File: config.mk
export PLATFORM = sky130hd
export DESIGN_NAME = text_integer_field_scanner
export DESIGN_NICKNAME = d
export VERILOG_FILES = /design/src/tifs_pkg.sv /design/src/tifs_step.sv /design/src/tifs_res_fifo.sv /design/src/text_integer_field_scanner.sv
export VERILOG_INCLUDE_DIRS = /design/src /design/src/src
export SDC_FILE = /design/constraint.sdc
export NUM_CORES = 1
export LEC_CHECK = 0
export ABC_AREA = 1
export BUFFER_PORTS_ARGS = -buffer_cell sky130_fd_sc_hd__buf_2
export CAP_MARGIN = 25
export CORE_MARGIN = 4
export CORE_UTILIZATION = 38
export CTS_CLUSTER_DIAMETER = 150
export DETAILED_ROUTE_END_ITERATION = 8
export PLACE_DENSITY_LB_ADDON = 0.25
export SLEW_MARGIN = 5
export SYNTH_ARGS = -nofsm -noshare
export SYNTH_HDL_FRONTEND = slang
export SYNTH_SLANG_ARGS = --single-unit
File: constraint.sdc
create_clock -name aclk -period 4.04 [get_ports aclk]
set_input_delay 0.404 -clock aclk [delete_from_list [all_inputs] [get_ports aclk]]
set_output_delay 0.404 -clock aclk [all_outputs]
set_load 0.01 [all_outputs]
File: src/text_integer_field_scanner_macros.svh
// Assertion helpers shared by the scanner modules.
// Each macro expects aclk and aresetn to be visible where it is used.
`ifndef TEXT_INTEGER_FIELD_SCANNER_MACROS_SVH
`define TEXT_INTEGER_FIELD_SCANNER_MACROS_SVH

// Same-cycle implication.
`define TIFS_ASSERT_IMP(lbl, ante, cons) \
    lbl: assert property (@(posedge aclk) disable iff (!aresetn) (ante) |-> (cons)) \
        else $error("tifs: same-cycle check failed");

// Next-cycle implication.
`define TIFS_ASSERT_NXT(lbl, ante, cons) \
    lbl: assert property (@(posedge aclk) disable iff (!aresetn) (ante) |=> (cons)) \
        else $error("tifs: next-cycle check failed");

`endif

File: src/tifs_pkg.sv
`default_nettype none
package tifs_pkg;

    // Radix selection codes; the unused code behaves as decimal.
    localparam logic [1:0] RADIX_DEC = 2'd0;
    localparam logic [1:0] RADIX_HEX = 2'd1;
    localparam logic [1:0] RADIX_OCT = 2'd2;

    // Register indexes (word address bit 2).
    localparam logic REG_RADIX = 1'b0;
    localparam logic REG_WIDE  = 1'b1;

    // Result queue depth; must be a power of two and at least two.
    localparam int RES_DEPTH = 4;

    localparam logic [7:0] CH_NUL    = 8'h00;
    localparam logic [7:0] CH_TAB    = 8'h09;
    localparam logic [7:0] CH_LF     = 8'h0A;
    localparam logic [7:0] CH_CR     = 8'h0D;
    localparam logic [7:0] CH_SPACE  = 8'h20;
    localparam logic [7:0] CH_DOLLAR = 8'h24;
    localparam logic [7:0] CH_PLUS   = 8'h2B;
    localparam logic [7:0] CH_MINUS  = 8'h2D;
    localparam logic [7:0] CH_ZERO   = 8'h30;
    localparam logic [7:0] CH_SEVEN  = 8'h37;
    localparam logic [7:0] CH_NINE   = 8'h39;
    localparam logic [7:0] CH_UP_A   = 8'h41;
    localparam logic [7:0] CH_UP_F   = 8'h46;
    localparam logic [7:0] CH_UP_X   = 8'h58;
    localparam logic [7:0] CH_LO_A   = 8'h61;
    localparam logic [7:0] CH_LO_F   = 8'h66;
    localparam logic [7:0] CH_LO_X   = 8'h78;

    typedef enum logic [1:0] {
        STAT_FIELD    = 2'd0,
        STAT_MISMATCH = 2'd1,
        STAT_END      = 2'd2
    } status_t;

    typedef struct packed {
        status_t     status;
        logic [31:0] value;
        logic [7:0]  field_count;
        logic        last_of_run;
    } res_t;

    // Up to two results from one text byte, first in r0.
    typedef struct packed {
        logic v0;
        logic v1;
        res_t r0;
        res_t r1;
    } step_out_t;

    typedef struct packed {
        logic       ok;
        logic [3:0] val;
    } digit_t;

    function automatic digit_t digit_of(input logic [7:0] c, input logic is_hex,
                                        input logic is_oct);
        digit_t     res;
        logic [7:0] off;
        res.ok  = 1'b0;
        res.val = 4'd0;
        off     = 8'd0;
        if (is_oct) begin
            if (c >= CH_ZERO && c <= CH_SEVEN) begin
                off = c - CH_ZERO;
                res.ok = 1'b1;
            end
        end else if (c >= CH_ZERO && c <= CH_NINE) begin
            off = c - CH_ZERO;
            res.ok = 1'b1;
        end else if (is_hex && c >= CH_UP_A && c <= CH_UP_F) begin
            off = c - CH_UP_A + 8'd10;
            res.ok = 1'b1;
        end else if (is_hex && c >= CH_LO_A && c <= CH_LO_F) begin
            off = c - CH_LO_A + 8'd10;
            res.ok = 1'b1;
        end
        res.val = off[3:0];
        return res;
    endfunction

    function automatic res_t make_res(input status_t st, input logic [31:0] v,
                                      input logic [7:0] cnt);
        res_t r;
        r.status      = st;
        r.value       = v;
        r.field_count = cnt;
        r.last_of_run = 1'b0;
        return r;
    endfunction

endpackage
`default_nettype wire

File: src/tifs_step.sv
`default_nettype none
`include "text_integer_field_scanner_macros.svh"
module tifs_step (
    input  logic                aclk,
    input  logic                aresetn,
    input  logic                item_en,
    input  logic [7:0]          ch,
    input  logic                eos_flag,
    input  logic [1:0]          radix_mode,
    input  logic                wide_mode,
    output tifs_pkg::step_out_t res_out
);
    import tifs_pkg::*;

    typedef enum logic [4:0] {
        PH_SKIP    = 5'b00001,
        PH_NEED    = 5'b00010,
        PH_HEXZERO = 5'b00100,
        PH_DIGITS  = 5'b01000,
        PH_STOPPED = 5'b10000
    } phase_t;

    phase_t      phase_reg, phase_next;
    logic        neg_reg, neg_next;
    logic [31:0] acc_reg, acc_next;
    logic [7:0]  fields_done_reg, fields_done_next;

    logic        is_hex, is_oct, is_dec, eos, is_ws;
    digit_t      dig;
    logic [31:0] acc_step, fin_signed, fin_val;
    logic [7:0]  cnt_inc;

    // Outcome of this byte opening a new field.
    phase_t      st_phase;
    logic        st_neg, st_mis;
    logic [31:0] st_acc;

    step_out_t   out_c;

    assign is_hex = (radix_mode == RADIX_HEX);
    assign is_oct = (radix_mode == RADIX_OCT);
    assign is_dec = !is_hex && !is_oct;
    assign eos    = eos_flag || (ch == CH_NUL);
    assign is_ws  = (ch == CH_SPACE) || (ch == CH_TAB) || (ch == CH_CR) || (ch == CH_LF);
    assign dig    = digit_of(ch, is_hex, is_oct);

    always_comb begin
        if (is_hex) begin
            acc_step = {acc_reg[27:0], dig.val};
        end else if (is_oct) begin
            acc_step = {acc_reg[28:0], dig.val[2:0]};
        end else begin
            acc_step = {acc_reg[28:0], 3'd0} + {acc_reg[30:0], 1'b0} + {28'd0, dig.val};
        end
    end

    assign fin_signed = neg_reg ? (32'd0 - acc_reg) : acc_reg;
    assign fin_val    = wide_mode ? fin_signed : {16'd0, fin_signed[15:0]};
    assign cnt_inc    = (fields_done_reg == 8'hFF) ? fields_done_reg : fields_done_reg + 8'd1;

    always_comb begin
        st_phase = PH_SKIP;
        st_neg   = 1'b0;
        st_acc   = 32'd0;
        st_mis   = 1'b0;
        priority if (is_ws) begin
            st_phase = PH_SKIP;
        end else if (is_dec && (ch == CH_MINUS || ch == CH_PLUS)) begin
            st_phase = PH_NEED;
            st_neg   = (ch == CH_MINUS);
        end else if (is_hex && ch == CH_DOLLAR) begin
            st_phase = PH_NEED;
        end else if (is_hex && ch == CH_ZERO) begin
            st_phase = PH_HEXZERO;
        end else if (dig.ok) begin
            st_phase = PH_DIGITS;
            st_acc   = {28'd0, dig.val};
        end else begin
            st_phase = PH_STOPPED;
            st_mis   = 1'b1;
        end
    end

    always_comb begin
        phase_next       = phase_reg;
        neg_next         = neg_reg;
        acc_next         = acc_reg;
        fields_done_next = fields_done_reg;
        out_c.v0 = 1'b0;
        out_c.v1 = 1'b0;
        out_c.r0 = make_res(STAT_END, 32'd0, fields_done_reg);
        out_c.r1 = make_res(STAT_END, 32'd0, cnt_inc);
        if (eos) begin
            out_c.v0 = 1'b1;
            if (phase_reg == PH_DIGITS || phase_reg == PH_HEXZERO) begin
                out_c.r0 = make_res(STAT_FIELD, fin_val, cnt_inc);
                out_c.v1 = 1'b1;
            end
            phase_next       = PH_SKIP;
            neg_next         = 1'b0;
            acc_next         = 32'd0;
            fields_done_next = 8'd0;
        end else begin
            unique case (phase_reg)
                PH_STOPPED: begin
                    phase_next = PH_STOPPED;
                end
                PH_NEED: begin
                    if (dig.ok) begin
                        acc_next   = {28'd0, dig.val};
                        phase_next = PH_DIGITS;
                    end else begin
                        out_c.v0   = 1'b1;
                        out_c.r0   = make_res(STAT_MISMATCH, 32'd0, fields_done_reg);
                        phase_next = PH_STOPPED;
                    end
                end
                PH_HEXZERO, PH_DIGITS: begin
                    if (phase_reg == PH_HEXZERO && is_hex
                        && (ch == CH_UP_X || ch == CH_LO_X)) begin
                        phase_next = PH_NEED;
                    end else if (dig.ok) begin
                        acc_next   = acc_step;
                        phase_next = PH_DIGITS;
                    end else begin
                        // Field closes; this byte opens the next one.
                        out_c.v0         = 1'b1;
                        out_c.r0         = make_res(STAT_FIELD, fin_val, cnt_inc);
                        out_c.v1         = st_mis;
                        out_c.r1         = make_res(STAT_MISMATCH, 32'd0, cnt_inc);
                        fields_done_next = cnt_inc;
                        phase_next       = st_phase;
                        neg_next         = st_neg;
                        acc_next         = st_acc;
                    end
                end
                default: begin
                    out_c.v0   = st_mis;
                    out_c.r0   = make_res(STAT_MISMATCH, 32'd0, fields_done_reg);
                    phase_next = st_phase;
                    neg_next   = st_neg;
                    acc_next   = st_acc;
                end
            endcase
        end
        out_c.r0.last_of_run = !out_c.v1;
        out_c.r1.last_of_run = 1'b1;
    end

    assign res_out = out_c;

    always_ff @(posedge aclk) begin
        if (!aresetn) begin
            phase_reg       <= PH_SKIP;
            neg_reg         <= 1'b0;
            acc_reg         <= 32'd0;
            fields_done_reg <= 8'd0;
        end else if (item_en) begin
            phase_reg       <= phase_next;
            neg_reg         <= neg_next;
            acc_reg         <= acc_next;
            fields_done_reg <= fields_done_next;
        end
    end

    `TIFS_ASSERT_IMP(a_second_needs_first, item_en && out_c.v1, out_c.v0)
    `TIFS_ASSERT_NXT(a_stop_holds, item_en && phase_reg == PH_STOPPED && !eos, phase_reg == PH_STOPPED)
    `TIFS_ASSERT_NXT(a_end_clears, item_en && eos, phase_reg == PH_SKIP && fields_done_reg == 8'd0)

endmodule
`default_nettype wire

File: src/tifs_res_fifo.sv
`default_nettype none
`include "text_integer_field_scanner_macros.svh"
module tifs_res_fifo (
    input  logic                aclk,
    input  logic                aresetn,
    input  logic                push_en,
    input  tifs_pkg::step_out_t push_in,
    output logic                room,
    output logic                out_valid,
    input  logic                out_ready,
    output tifs_pkg::res_t      out_res
);
    import tifs_pkg::*;

    localparam int PtrW = $clog2(RES_DEPTH);
    localparam int CntW = $clog2(RES_DEPTH + 1);

    res_t            mem_reg [RES_DEPTH];
    logic [PtrW-1:0] wr_ptr_reg, wr_ptr_next, rd_ptr_reg, rd_ptr_next, wr_ptr_p1;
    logic [CntW-1:0] count_reg, count_next;
    logic            push0, push1, pop;

    assign push0     = push_en && push_in.v0;
    assign push1     = push_en && push_in.v1;
    assign pop       = out_valid && out_ready;
    assign wr_ptr_p1 = wr_ptr_reg + PtrW'(1);

    assign wr_ptr_next = wr_ptr_reg + PtrW'(push0) + PtrW'(push1);
    assign rd_ptr_next = rd_ptr_reg + PtrW'(pop);
    assign count_next  = count_reg + CntW'(push0) + CntW'(push1) - CntW'(pop);

    // Room for a full pair, judged on the registered fill only.
    assign room      = (count_reg <= CntW'(RES_DEPTH - 2));
    assign out_valid = (count_reg != CntW'(0));
    assign out_res   = mem_reg[rd_ptr_reg];

    always_ff @(posedge aclk) begin
        if (push0) begin
            mem_reg[wr_ptr_reg] <= push_in.r0;
        end
        if (push1) begin
            mem_reg[wr_ptr_p1] <= push_in.r1;
        end
    end

    always_ff @(posedge aclk) begin
        if (!aresetn) begin
            wr_ptr_reg <= '0;
            rd_ptr_reg <= '0;
            count_reg  <= '0;
        end else begin
            wr_ptr_reg <= wr_ptr_next;
            rd_ptr_reg <= rd_ptr_next;
            count_reg  <= count_next;
        end
    end

    `TIFS_ASSERT_IMP(a_count_bound, 1'b1, count_reg <= CntW'(RES_DEPTH))
    `TIFS_ASSERT_NXT(a_pop_drains, pop && !push0, count_reg == $past(count_reg) - CntW'(1))

endmodule
`default_nettype wire

File: src/text_integer_field_scanner.sv
`default_nettype none
// Text integer field scanner. Text bytes enter on the s_ stream, one byte per
// transfer, with s_tlast marking end of string (a zero byte counts as end of
// string too). Each byte is held in an input register and is converted in the
// cycle it leaves that register, and its results then pass through the
// result queue on their way to the m_ stream. The block takes one byte
// every cycle; a byte may give up to two results, which wait in a
// four-entry result queue, and the input stalls only while that queue has
// fewer than two free entries. radix_mode (address 0) and wide_mode
// (address 4) are written over the APB port and must only change while the
// block is idle.
module text_integer_field_scanner (
    input  logic        aclk,
    input  logic        aresetn,
    // Text input stream
    input  logic        s_tvalid,
    output logic        s_tready,
    input  logic [7:0]  s_tdata,   // [7:0] ch
    input  logic        s_tlast,   // end_of_string
    // Result stream
    output logic        m_tvalid,
    input  logic        m_tready,
    output logic [39:0] m_tdata,   // [31:0] value, [39:32] field_count
    output logic [1:0]  m_tuser,   // [1:0] status
    output logic        m_tlast,   // last_of_run
    // Configuration port
    input  logic        psel,
    input  logic        penable,
    input  logic        pwrite,
    input  logic [2:0]  paddr,
    input  logic [31:0] pwdata,
    output logic [31:0] prdata,
    output logic        pready
);
    import tifs_pkg::*;

    logic [1:0]  radix_mode_reg;
    logic        wide_mode_reg;
    logic        cfg_wr;

    logic        in_valid_reg;
    logic [7:0]  in_ch_reg;
    logic        in_eos_reg;
    logic        fire, room;

    step_out_t   step_res;
    res_t        head;

    // Configuration registers. Only the word address bit selects a register.
    assign pready = 1'b1;
    assign cfg_wr = psel && penable && pwrite && pready;

    always_ff @(posedge aclk) begin
        if (!aresetn) begin
            radix_mode_reg <= RADIX_DEC;
            wide_mode_reg  <= 1'b0;
        end else if (cfg_wr) begin
            if (paddr[2] == REG_RADIX) begin
                radix_mode_reg <= pwdata[1:0];
            end else begin
                wide_mode_reg <= pwdata[0];
            end
        end
    end

    assign prdata = (paddr[2] == REG_WIDE) ? {31'd0, wide_mode_reg} : {30'd0, radix_mode_reg};

    // Input register. The held byte is converted as soon as the result queue
    // can take a pair, and a new byte may enter in the same cycle.
    assign fire     = in_valid_reg && room;
    assign s_tready = !in_valid_reg || fire;

    always_ff @(posedge aclk) begin
        if (!aresetn) begin
            in_valid_reg <= 1'b0;
        end else if (s_tready) begin
            in_valid_reg <= s_tvalid;
        end
    end

    always_ff @(posedge aclk) begin
        if (s_tvalid && s_tready) begin
            in_ch_reg  <= s_tdata;
            in_eos_reg <= s_tlast;
        end
    end

    tifs_step u_step (
        .aclk       (aclk),
        .aresetn    (aresetn),
        .item_en    (fire),
        .ch         (in_ch_reg),
        .eos_flag   (in_eos_reg),
        .radix_mode (radix_mode_reg),
        .wide_mode  (wide_mode_reg),
        .res_out    (step_res)
    );

    tifs_res_fifo u_fifo (
        .aclk      (aclk),
        .aresetn   (aresetn),
        .push_en   (fire),
        .push_in   (step_res),
        .room      (room),
        .out_valid (m_tvalid),
        .out_ready (m_tready),
        .out_res   (head)
    );

    assign m_tdata = {head.field_count, head.value};
    assign m_tuser = head.status;
    assign m_tlast = head.last_of_run;

endmodule
`default_nettype wire

==> results.yml, run 1 <==
status:
  run_status: "finished clean"
final_layout:
  final_area_sq_mm: 0.0171
  fillers: 4200
  drive_above_1_share_pct: 9.56
  layout_commonest_cell: "nand2_1"
  multi_input_area_sq_mm: 0.00893
  largest_reg_flops: 172
  antenna_cells: 0
  final_cell_mix: "nand2_1 (639), nand3_1 (280), nor2_1 (211), dfxtp_1 (188), o21ai_0 (161)"
  fin_nets: 2426
  seqCellArea_sq_mm: 0.00526
  area_growth_pct: 10.7
synthesis:
  synth_warnings: 0
  synthAdderAreaFrac_pct: 6.22
  netlist_area_sq_mm: 0.0155
  yosys.area_share.simple_pct: 34.8
  synth_area_per_cell_sq_um: 6.78
  synth_edf_count: 49
  synth.yosys.seq_area_share_pct: 34.0
  synth_seq_cells: 238
  synth_flop_cell: "dfxtp_1"
  synth_mux_area_share_pct: 0
  synth_compound_area_share_pct: 14.0
  ys_async_sr_fraction_pct: 0
  synth_cell_types: 53
  synth-xor-area-share_pct: 1.75
  netlist_instances: 2283
  synth_top_family_by_area: "simple AND/OR/NAND/NOR gates"
global_route:
  grt_max_degree: 88
  grt_remaining_overflow: 0
  grt_pass1_vias: 14211
  antenna_found_initial: 0
  grt.total_usage_pct: 21.2
  grt_pass1_wl_mm: 77.0
placed_design:
  place_area_sq_mm: 0.0160
  port-buffer-count: 65
  dpl.hpwl_mm: 33.0
  place.gp.congestion: 0.904
die:
  rows: 73
  design.core.area_sq_mm: 0.0400
  dieArea_sq_mm: 0.0440
  chipHeight_um: 210
  die_w_um: 210
  floorplan.initialDensity_pct: 38.7
  ios: 129
sta:
  min_period_over_period_pct: 92.2
  setup_viol_count_final: 0
  max_slew_margin_pct: 33.0
  hold_viol: 0
  finClkSkew_ns: 0.00945
  worst_slew_pin_slew_ns: 1.01
  finalSetupTns_ns: 0
  fmax_mhz: 268
  layout_min_cycle_time_ns: 3.73
  drv_slew: 0
  rsz0062_at_grt: "false"
flow_run:
  maxCapViolations: 0
power:
  power_frac_seq_pct: 33.5
  netSwitchingFraction_pct: 36.1
  powerDensity_mw_per_mm2: 464
  power.total_w: 0.00795
  ir_drop_mv: 0.337
  p_leak_nw: 7.95
  internal_power_w: 0.00508
  combPwrFrac_pct: 30.9
  clkPwrFrac_pct: 35.6
  p_sw_w: 0.00287
clocking:
  clock_sinks: 238
  cts_buffer_depth: 3
  h-tree-depth: 1
  cts_buffers: 28
  clkLatencyLatePin_ns: 0.56
  ctsRootBufferMaster: "clkbuf_16"
  cts_tree: "yes"
  cts.clk_slew.worst_paths_ns: 0.06
worst_setup_path:
  crit_arrival_ns: 4.14
  setup.worst_path.start_class: "flip-flop"
  r2r_setup_slack_ns: 0.31
  critPathCaptureType: "flip-flop"
  crit_required_ns: 4.45
  path_class: "flip-flop to flip-flop"
  cp_max_fo: 7
detailed_routing:
  vias: 15195
  avgViaCountPerCell: 5.34
  drt_iter0_markers: 1290
  wl_mm: 49.0
  first_pass_iters: 5
  routedWlPerCell_um: 17.2
  drc: 0
  drtAntennaViolNets: 0
hold_path:
  holdCritPathClass: "primary input to flip-flop"
kinds of logic after synthesis:
group,count (synthesis)
AND/OR/NAND/NOR,1229
AO/OA/AOI/OAI,403
buffers and inverters,306
flip-flops,238
adder cells (fa/ha/maj),74
XOR/XNOR,31
other,2
Yosys cell counts (all sizes together) (4+ instances only):
| cell type | instances | area, sq um |
|---|---|---|
| nand4 | 19 | 119 |
| nand3 | 291 | 1580 |
| clkbuf | 53 | 199 |
| o21ai | 192 | 976 |
| buf | 92 | 616 |
| or2 | 7 | 43.8 |
| xor2 | 27 | 236 |
| nor2 | 216 | 852 |
| o22ai | 44 | 275 |
| nand3b | 4 | 30.0 |
| fa | 5 | 100 |
| ha | 69 | 863 |
| nand2 | 650 | 2490 |
| a21oi | 142 | 726 |
| nor3b | 6 | 65.1 |
| inv | 160 | 611 |
| xnor2 | 4 | 35.0 |
| nor3 | 31 | 180 |
| and2 | 4 | 27.5 |
| o21bai | 7 | 52.6 |
| a31oi | 4 | 25.0 |
| dfxtp | 189 | 3780 |
| o211ai | 4 | 30.0 |
| edfxtp | 49 | 1470 |
cell type report:
type / count / share of cell area, %
well taps: 525 / 3.84
inverters: 161 / 3.59
clock buffers: 36 / 4.68
repair buffers: 104 / 3.65
multi-input cells: 1768 / 52.1
flip-flops and latches: 238 / 30.7
clock inverters: 16 / 1.40
final timing paths:
kind | start | to | cells past startpoint
setup / recovery | in_ch_reg[0] | u_step.acc_reg[17] | 22
hold / removal | s_tdata[6] | in_ch_reg[6] | 1
setup reg to reg | in_ch_reg[0] | u_step.acc_reg[17] | 22
hold reg to reg | u_fifo.mem_reg[2][15] | u_fifo.mem_reg[2][15] | 2
per-layer routing:
layer  global-route usage [%]  routed length (um)  part of all wire, %  up-vias
met1                     29.3               22100                   45     7030
li1                         -                   -                    -     7584
met3                     2.24                2970                  6.1       86
met5                        0                   0                    0        -
met2                     35.1               22600                   46      495
met4                     6.28                1390                  2.8        0
worst max-delay path: stages, from the launching register on:
cell,delay [ns]
edfxtp_1,0.41
inv_2,0.09
ha_1,0.22
o21ai_1,0.15
nand3_2,0.10
nand2_4,0.13
o21ai_0,0.10
xor2_1,0.15
nand2_1,0.11
inv_1,0.06
fa_1,0.41
ha_4,0.25
or2_2,0.30
and2_1,0.20
nand2_1,0.07
nand2_1,0.12
nand2_1,0.09
nand2_1,0.07
or2_2,0.28
nand3_1,0.08
nand2_1,0.06
nand3_1,0.06
a21oi_1,0.06
what timing repair did:
item / CTS / global route
hold buffers: 3 / 0
gates resized for setup: 0 / 9
hold endpoints to repair: 3 / 0
buffers inserted: 0 / 4
setup endpoints to repair: 0 / 15
metrics by stage:
step / cells / utilization (%) / hold slack, ns / setup slack, ns
after detailed placement: 2789 / 40.0 / 0.454 / 0.202
after global placement: 2789 / 40.0 / 0.450 / 0.242
after global routing: 2848 / 42.8 / 0.00507 / 0.0445
after CTS: 2844 / 42.7 / 0.00117 / 0.152
after floorplan: 2312 / - / 0.437 / 0.529
final: 2848 / 42.8 / 0.0277 / 0.313
power groups by stage:
stage                     Clock (W)  Sequential [W]  Combinational, W
after floorplan                   0         0.00267           0.00166
after global placement            0         0.00271           0.00242
after detailed placement          0         0.00271           0.00245
after CTS                   0.00288         0.00266           0.00246
after global routing        0.00298         0.00267           0.00272
final                       0.00283         0.00266           0.00246
Note: power is estimated with default switching activity, not from simulation.
==> inputs of run 2 (changes only) <==
==> constraint.sdc (replaced) <==
create_clock -name aclk -period 4.7 [get_ports aclk]
set_input_delay 0.47 -clock aclk [delete_from_list [all_inputs] [get_ports aclk]]
set_output_delay 0.47 -clock aclk [all_outputs]
set_load 0.01 [all_outputs]
==> run 2 against run 1 <==
Compared with the run above: register-to-register slack improved by 0.26 ns; critical path depth down 2; first-iteration DRC count increased by 1.2%; sequential share of layout area rose by 0.57 points; clock power shrank 25%; largest power group is now registers.
==> results.yml, run 2 (synthesis results as in run 1) <==
status:
  run_status: "finished clean"
sta:
  finClkSkew_ns: 0.0196
  hold_viol: 0
  min_period_over_period_pct: 87.9
  finalSetupTns_ns: 0
  worst_slew_pin_slew_ns: 1.02
  rsz0062_at_grt: "false"
  setup_ws_ns: 0.570
  setup_viol_count_final: 0
  layout_min_cycle_time_ns: 4.13
  drv_slew: 0
  max_slew_margin_pct: 31.3
  fmax_mhz: 242
detailed_routing:
  avgViaCountPerCell: 5.34
  vias: 15096
  drt_iter0_markers: 1305
  first_pass_iters: 5
  drtAntennaViolNets: 0
  drc: 0
  routedWlPerCell_um: 17.2
  wl_mm: 48.7
global_route:
  grt_pass1_vias: 13882
  grt_max_degree: 88
  busiest_layer: "met2"
  grt.total_usage_pct: 21.1
  grt_util_met1_pct: 29.4
  gr-usage-met2_pct: 35.0
  grt_pass1_wl_mm: 76.5
  grt_remaining_overflow: 0
  antenna_found_initial: 0
  grt_use_met3_pct: 2.23
worst_setup_path:
  critPathMaxStageDelay_ns: 0.53
  r2r_cells: 20
  crit_family: "adder cells"
  crit_slowest_cell: "fa_1"
  cp_cell_sequence: "inv_1, ha_1, o21ai_1, nand3_2, nand2_4, a21oi_1, nand2_1, inv_1, fa_1, fa_1, nand3_1, nand2_1, nand2_1, nand2_1, o21ai_0, o21ai_0, o21ai_0, nand2_1, nand2_1, nor2_1"
  critPathCaptureType: "flip-flop"
  r2r_setup_slack_ns: 0.57
  path_class: "flip-flop to flip-flop"
  crit_required_ns: 5.12
  path_common_cell: "nand2_1"
  setup.worst_path.start_class: "flip-flop"
  path_buf_inv: 2
  cp_max_fo: 9
  crit-reg2reg-launch: "in_ch_reg[0]"
  crit_arrival_ns: 4.55
  r2r-end: "u_step.acc_reg[8]"
clocking:
  post_cts_resized: 0
  cts_buffer_depth: 3
  hold_buffers: 0
  clock_sinks: 238
  cts_buffers: 28
  cts_tree: "yes"
  h-tree-depth: 1
  ctsRootBufferMaster: "clkbuf_16"
  post-cts-setup-buffers: 0
  clkLatencyLatePin_ns: 0.55
  cts.clk_slew.worst_paths_ns: 0.06
final_layout:
  drive_above_1_share_pct: 8.30
  final_area_sq_mm: 0.0168
  final_cell_mix: "nand2_1 (642), nand3_1 (280), nor2_1 (211), dfxtp_1 (188), o21ai_0 (163)"
  layout_commonest_cell: "nand2_1"
  fin_nets: 2407
  largest_reg_flops: 172
  area_growth_pct: 8.65
  antenna_cells: 0
hold_path:
  worstHoldPathCells: 1
  min_to: "in_ch_reg[0]"
  min_from: "s_tdata[0]"
  holdCritPathClass: "primary input to flip-flop"
flow_run:
  maxCapViolations: 0
die:
  floorplan.initialDensity_pct: 38.7
  design.core.area_sq_mm: 0.0400
  chipHeight_um: 210
  rows: 73
  dieArea_sq_mm: 0.0440
  die_w_um: 210
  ios: 129
power:
  power.total_w: 0.00652
  p_leak_nw: 7.79
  powerDensity_mw_per_mm2: 388
  ir_drop_mv: 0.248
placed_design:
  place.gp.congestion: 0.921
  port-buffer-count: 65
  dpl.hpwl_mm: 32.6
  place_area_sq_mm: 0.0159
  dp_slack_ns: 0.629
-- run 2: where the power goes --
part | total, W | switching (W) | internal [W]
Combinational | 0.00211 | 0.00146 | 0.000649
Clock | 0.00212 | 0.000861 | 0.00126
Sequential | 0.00230 | 0.000111 | 0.00219
-- run 2: layer usage --
metal,vias to the layer above,part of all wire (%)
li1,7541,-
met1,7010,46
met2,466,46
met3,79,5.8
met4,0,2.3
met5,-,0
-- run 2: area by class of cell --
| type | count | area [sq um] |
|---|---|---|
| tap | 525 | 657 |
| sequential | 238 | 5260 |
| fill | 4199 | 23200 |
| clock buffer | 45 | 836 |
| clock inverter | 5 | 51.3 |
| timing repair buffer | 85 | 495 |
| multi-input combinational | 1768 | 8900 |
| inverter | 161 | 616 |
-- run 2: worst max-delay path by stage --
stage	from	end	depth (start not counted)	slack, ns
floorplan	in_ch_reg[0]	u_step.acc_reg[12]	22	1.19
CTS	in_ch_reg[0]	u_step.acc_reg[28]	23	0.59
global route	in_ch_reg[0]	u_step.acc_reg[30]	23	0.18
global placement	in_ch_reg[0]	u_step.acc_reg[12]	21	0.73
finish	in_ch_reg[0]	u_step.acc_reg[8]	20	0.57
detailed placement	in_ch_reg[0]	u_step.acc_reg[12]	21	0.63
-- run 2: per-stage QoR --
| stage | hold WS (ns) | instances | util, % |
|---|---|---|---|
| final | 0.0961 | 2827 | 42.0 |
| after global routing | 0.0817 | 2827 | 42.0 |
| after CTS | 0.0763 | 2826 | 42.0 |
| after detailed placement | 0.451 | 2776 | 39.7 |
| after global placement | 0.451 | 2776 | 39.7 |
| after floorplan | 0.437 | 2312 | - |
==> inputs of run 3 (changes only) <==
--- a/config.mk
+++ b/config.mk
@@ -9,8 +9,10 @@
 export ABC_AREA = 1
 export BUFFER_PORTS_ARGS = -buffer_cell sky130_fd_sc_hd__buf_2
 export CAP_MARGIN = 25
+export CELL_PAD_IN_SITES_DETAIL_PLACEMENT = 1
+export CELL_PAD_IN_SITES_GLOBAL_PLACEMENT = 2
 export CORE_MARGIN = 4
-export CORE_UTILIZATION = 38
+export CORE_UTILIZATION = 37
 export CTS_CLUSTER_DIAMETER = 150
 export DETAILED_ROUTE_END_ITERATION = 8
 export PLACE_DENSITY_LB_ADDON = 0.25
==> run 3 against run 2 <==
Compared with the run above: core utilization decreased by 0.95 points; register-to-register slack about the same; sequential share of layout area decreased by 0.14 points; sequential power about the same; power is 0.74% higher; non-clock buffer count up 5; routed wire length is 9.3% higher; critical path type unchanged; largest power group unchanged.
==> results.yml, run 3 (synthesis results as in run 1) <==
worst_setup_path:
  critPathMaxStageDelay_ns: 0.51
  cp_max_fo: 9
  r2r_cells: 20
  path_class: "flip-flop to flip-flop"
  setup.worst_path.start_class: "flip-flop"
  startpoint: "in_ch_reg[0]"
  crit-reg2reg-launch: "in_ch_reg[0]"
  critPathCaptureType: "flip-flop"
  crit_arrival_ns: 4.55
  crit_required_ns: 5.12
  cp_cell_sequence: "inv_1, ha_1, o21ai_1, nand3_2, nand2_4, a21oi_1, nand2_1, inv_1, fa_1, fa_1, nand3_1, nand2_1, nand2_1, nand2_1, o21ai_0, o21ai_0, o21ai_0, nand2_1, nand2_1, nor2_1"
  path_common_cell: "nand2_1"
  path_buf_inv: 2
  crit_family: "adder cells"
  r2r-end: "u_step.acc_reg[8]"
  crit_slowest_cell: "fa_1"
  r2r_setup_slack_ns: 0.57
hold_path:
  min_to: "in_ch_reg[7]"
  holdCritPathClass: "primary input to flip-flop"
  min_from: "s_tdata[7]"
  worstHoldPathCells: 1
die:
  design.core.area_sq_mm: 0.0411
  floorplan.initialDensity_pct: 37.6
  die_w_um: 213
  rows: 74
  dieArea_sq_mm: 0.0452
  chipHeight_um: 213
  ios: 129
detailed_routing:
  drc: 0
  wl_mm: 53.2
  routedWlPerCell_um: 18.7
  first_pass_iters: 5
  drtAntennaViolNets: 0
  drt_iter0_markers: 861
  vias: 15249
  avgViaCountPerCell: 5.36
final_layout:
  area_growth_pct: 9.14
  layout_commonest_cell: "nand2_1"
  final_area_sq_mm: 0.0169
  antenna_cells: 0
  fillers: 5364
  drive_above_1_share_pct: 8.87
  largest_reg_flops: 172
  fin_nets: 2413
  final_cell_mix: "nand2_1 (642), nand3_1 (280), nor2_1 (211), dfxtp_1 (188), o21ai_0 (163)"
sta:
  whs_ns: 0.0891
  drv_slew: 0
  worst_slew_pin_slew_ns: 0.975
  rsz0062_at_grt: "false"
  layout_min_cycle_time_ns: 4.13
  finalSetupTns_ns: 0
  setup_viol_count_final: 0
  hold_viol: 0
  max_slew_margin_pct: 35.0
  min_period_over_period_pct: 87.9
  fmax_mhz: 242
  finClkSkew_ns: 0.0148
clocking:
  cts_buffer_depth: 3
  clkLatencyLatePin_ns: 0.55
  hold_buffers: 0
  clock_sinks: 238
  cts_buffers: 29
  cts.clk_slew.worst_paths_ns: 0.06
  ctsRootBufferMaster: "clkbuf_16"
  h-tree-depth: 1
  post-cts-setup-buffers: 0
  cts_tree: "yes"
  post_cts_resized: 0
flow_run:
  maxCapViolations: 0
power:
  p_leak_nw: 7.83
  powerDensity_mw_per_mm2: 389
  ir_drop_mv: 0.251
placed_design:
  dpl.hpwl_mm: 36.7
  place_area_sq_mm: 0.0160
  place.gp.congestion: 0.825
  port-buffer-count: 65
global_route:
  grt_max_degree: 88
  grt.total_usage_pct: 23.2
  grt_pass1_wl_mm: 84.7
  grt_remaining_overflow: 0
  grt_pass1_vias: 15336
  antenna_found_initial: 0
status:
  run_status: "finished clean"
==> run 3: changes by cell type in the layout (fill, tap and decap cells not counted), sizes merged <==
cell	delta
clkbuf	-2
clkinvlp	+2
buf	+5
bufinv	-1
clkinv	+5
==> run 3: layout make-up <==
cell class / count / area [sq um] / share of cell area, %
Tap cell: 532 / 666 / 3.94
Clock inverter: 11 / 67.6 / 0.400
Sequential cell: 238 / 5260 / 31.1
Multi-Input combinational cell: 1768 / 8900 / 52.7
Timing Repair Buffer: 90 / 513 / 3.04
Inverter: 161 / 616 / 3.64
Clock buffer: 43 / 868 / 5.14
==> run 3: worst max path at each step <==
stage                               endpoint  cells past startpoint
after floorplan           u_step.acc_reg[12]                     22
after global placement     u_step.acc_reg[8]                     20
after CTS                 u_step.acc_reg[28]                     23
final                      u_step.acc_reg[8]                     20
after detailed placement  u_step.acc_reg[12]                     21
after global routing      u_step.acc_reg[28]                     23
==> run 3: where the power goes <==
part / switching [W] / total [W] / internal, W
Clock: 0.000903 / 0.00218 / 0.00128
Combinational: 0.00146 / 0.00210 / 0.000640
Sequential: 0.000111 / 0.00230 / 0.00219
==> run 3: routing by layer <==
layer | part of all wire [%] | track usage [%]
met3 | 3.2 | 2.26
met1 | 48 | 32.6
met2 | 47 | 39.4
met4 | 1.4 | 4.42
met5 | 0 | 0
==> run 3: metrics by stage <==
step | total power, W | std cells | setup WS [ns] | util (%)
5_1_grt | 0.00696 | 2843 | 0.155 | 41.1
4_1_cts | 0.00664 | 2843 | 0.574 | 41.1
2_1_floorplan | 0.00372 | 2312 | 1.19 | -
6_report | 0.00657 | 2843 | 0.568 | 41.1
3_5_place_dp | 0.00444 | 2789 | 0.600 | 38.8
3_3_place_gp | 0.00440 | 2789 | 0.677 | 38.8
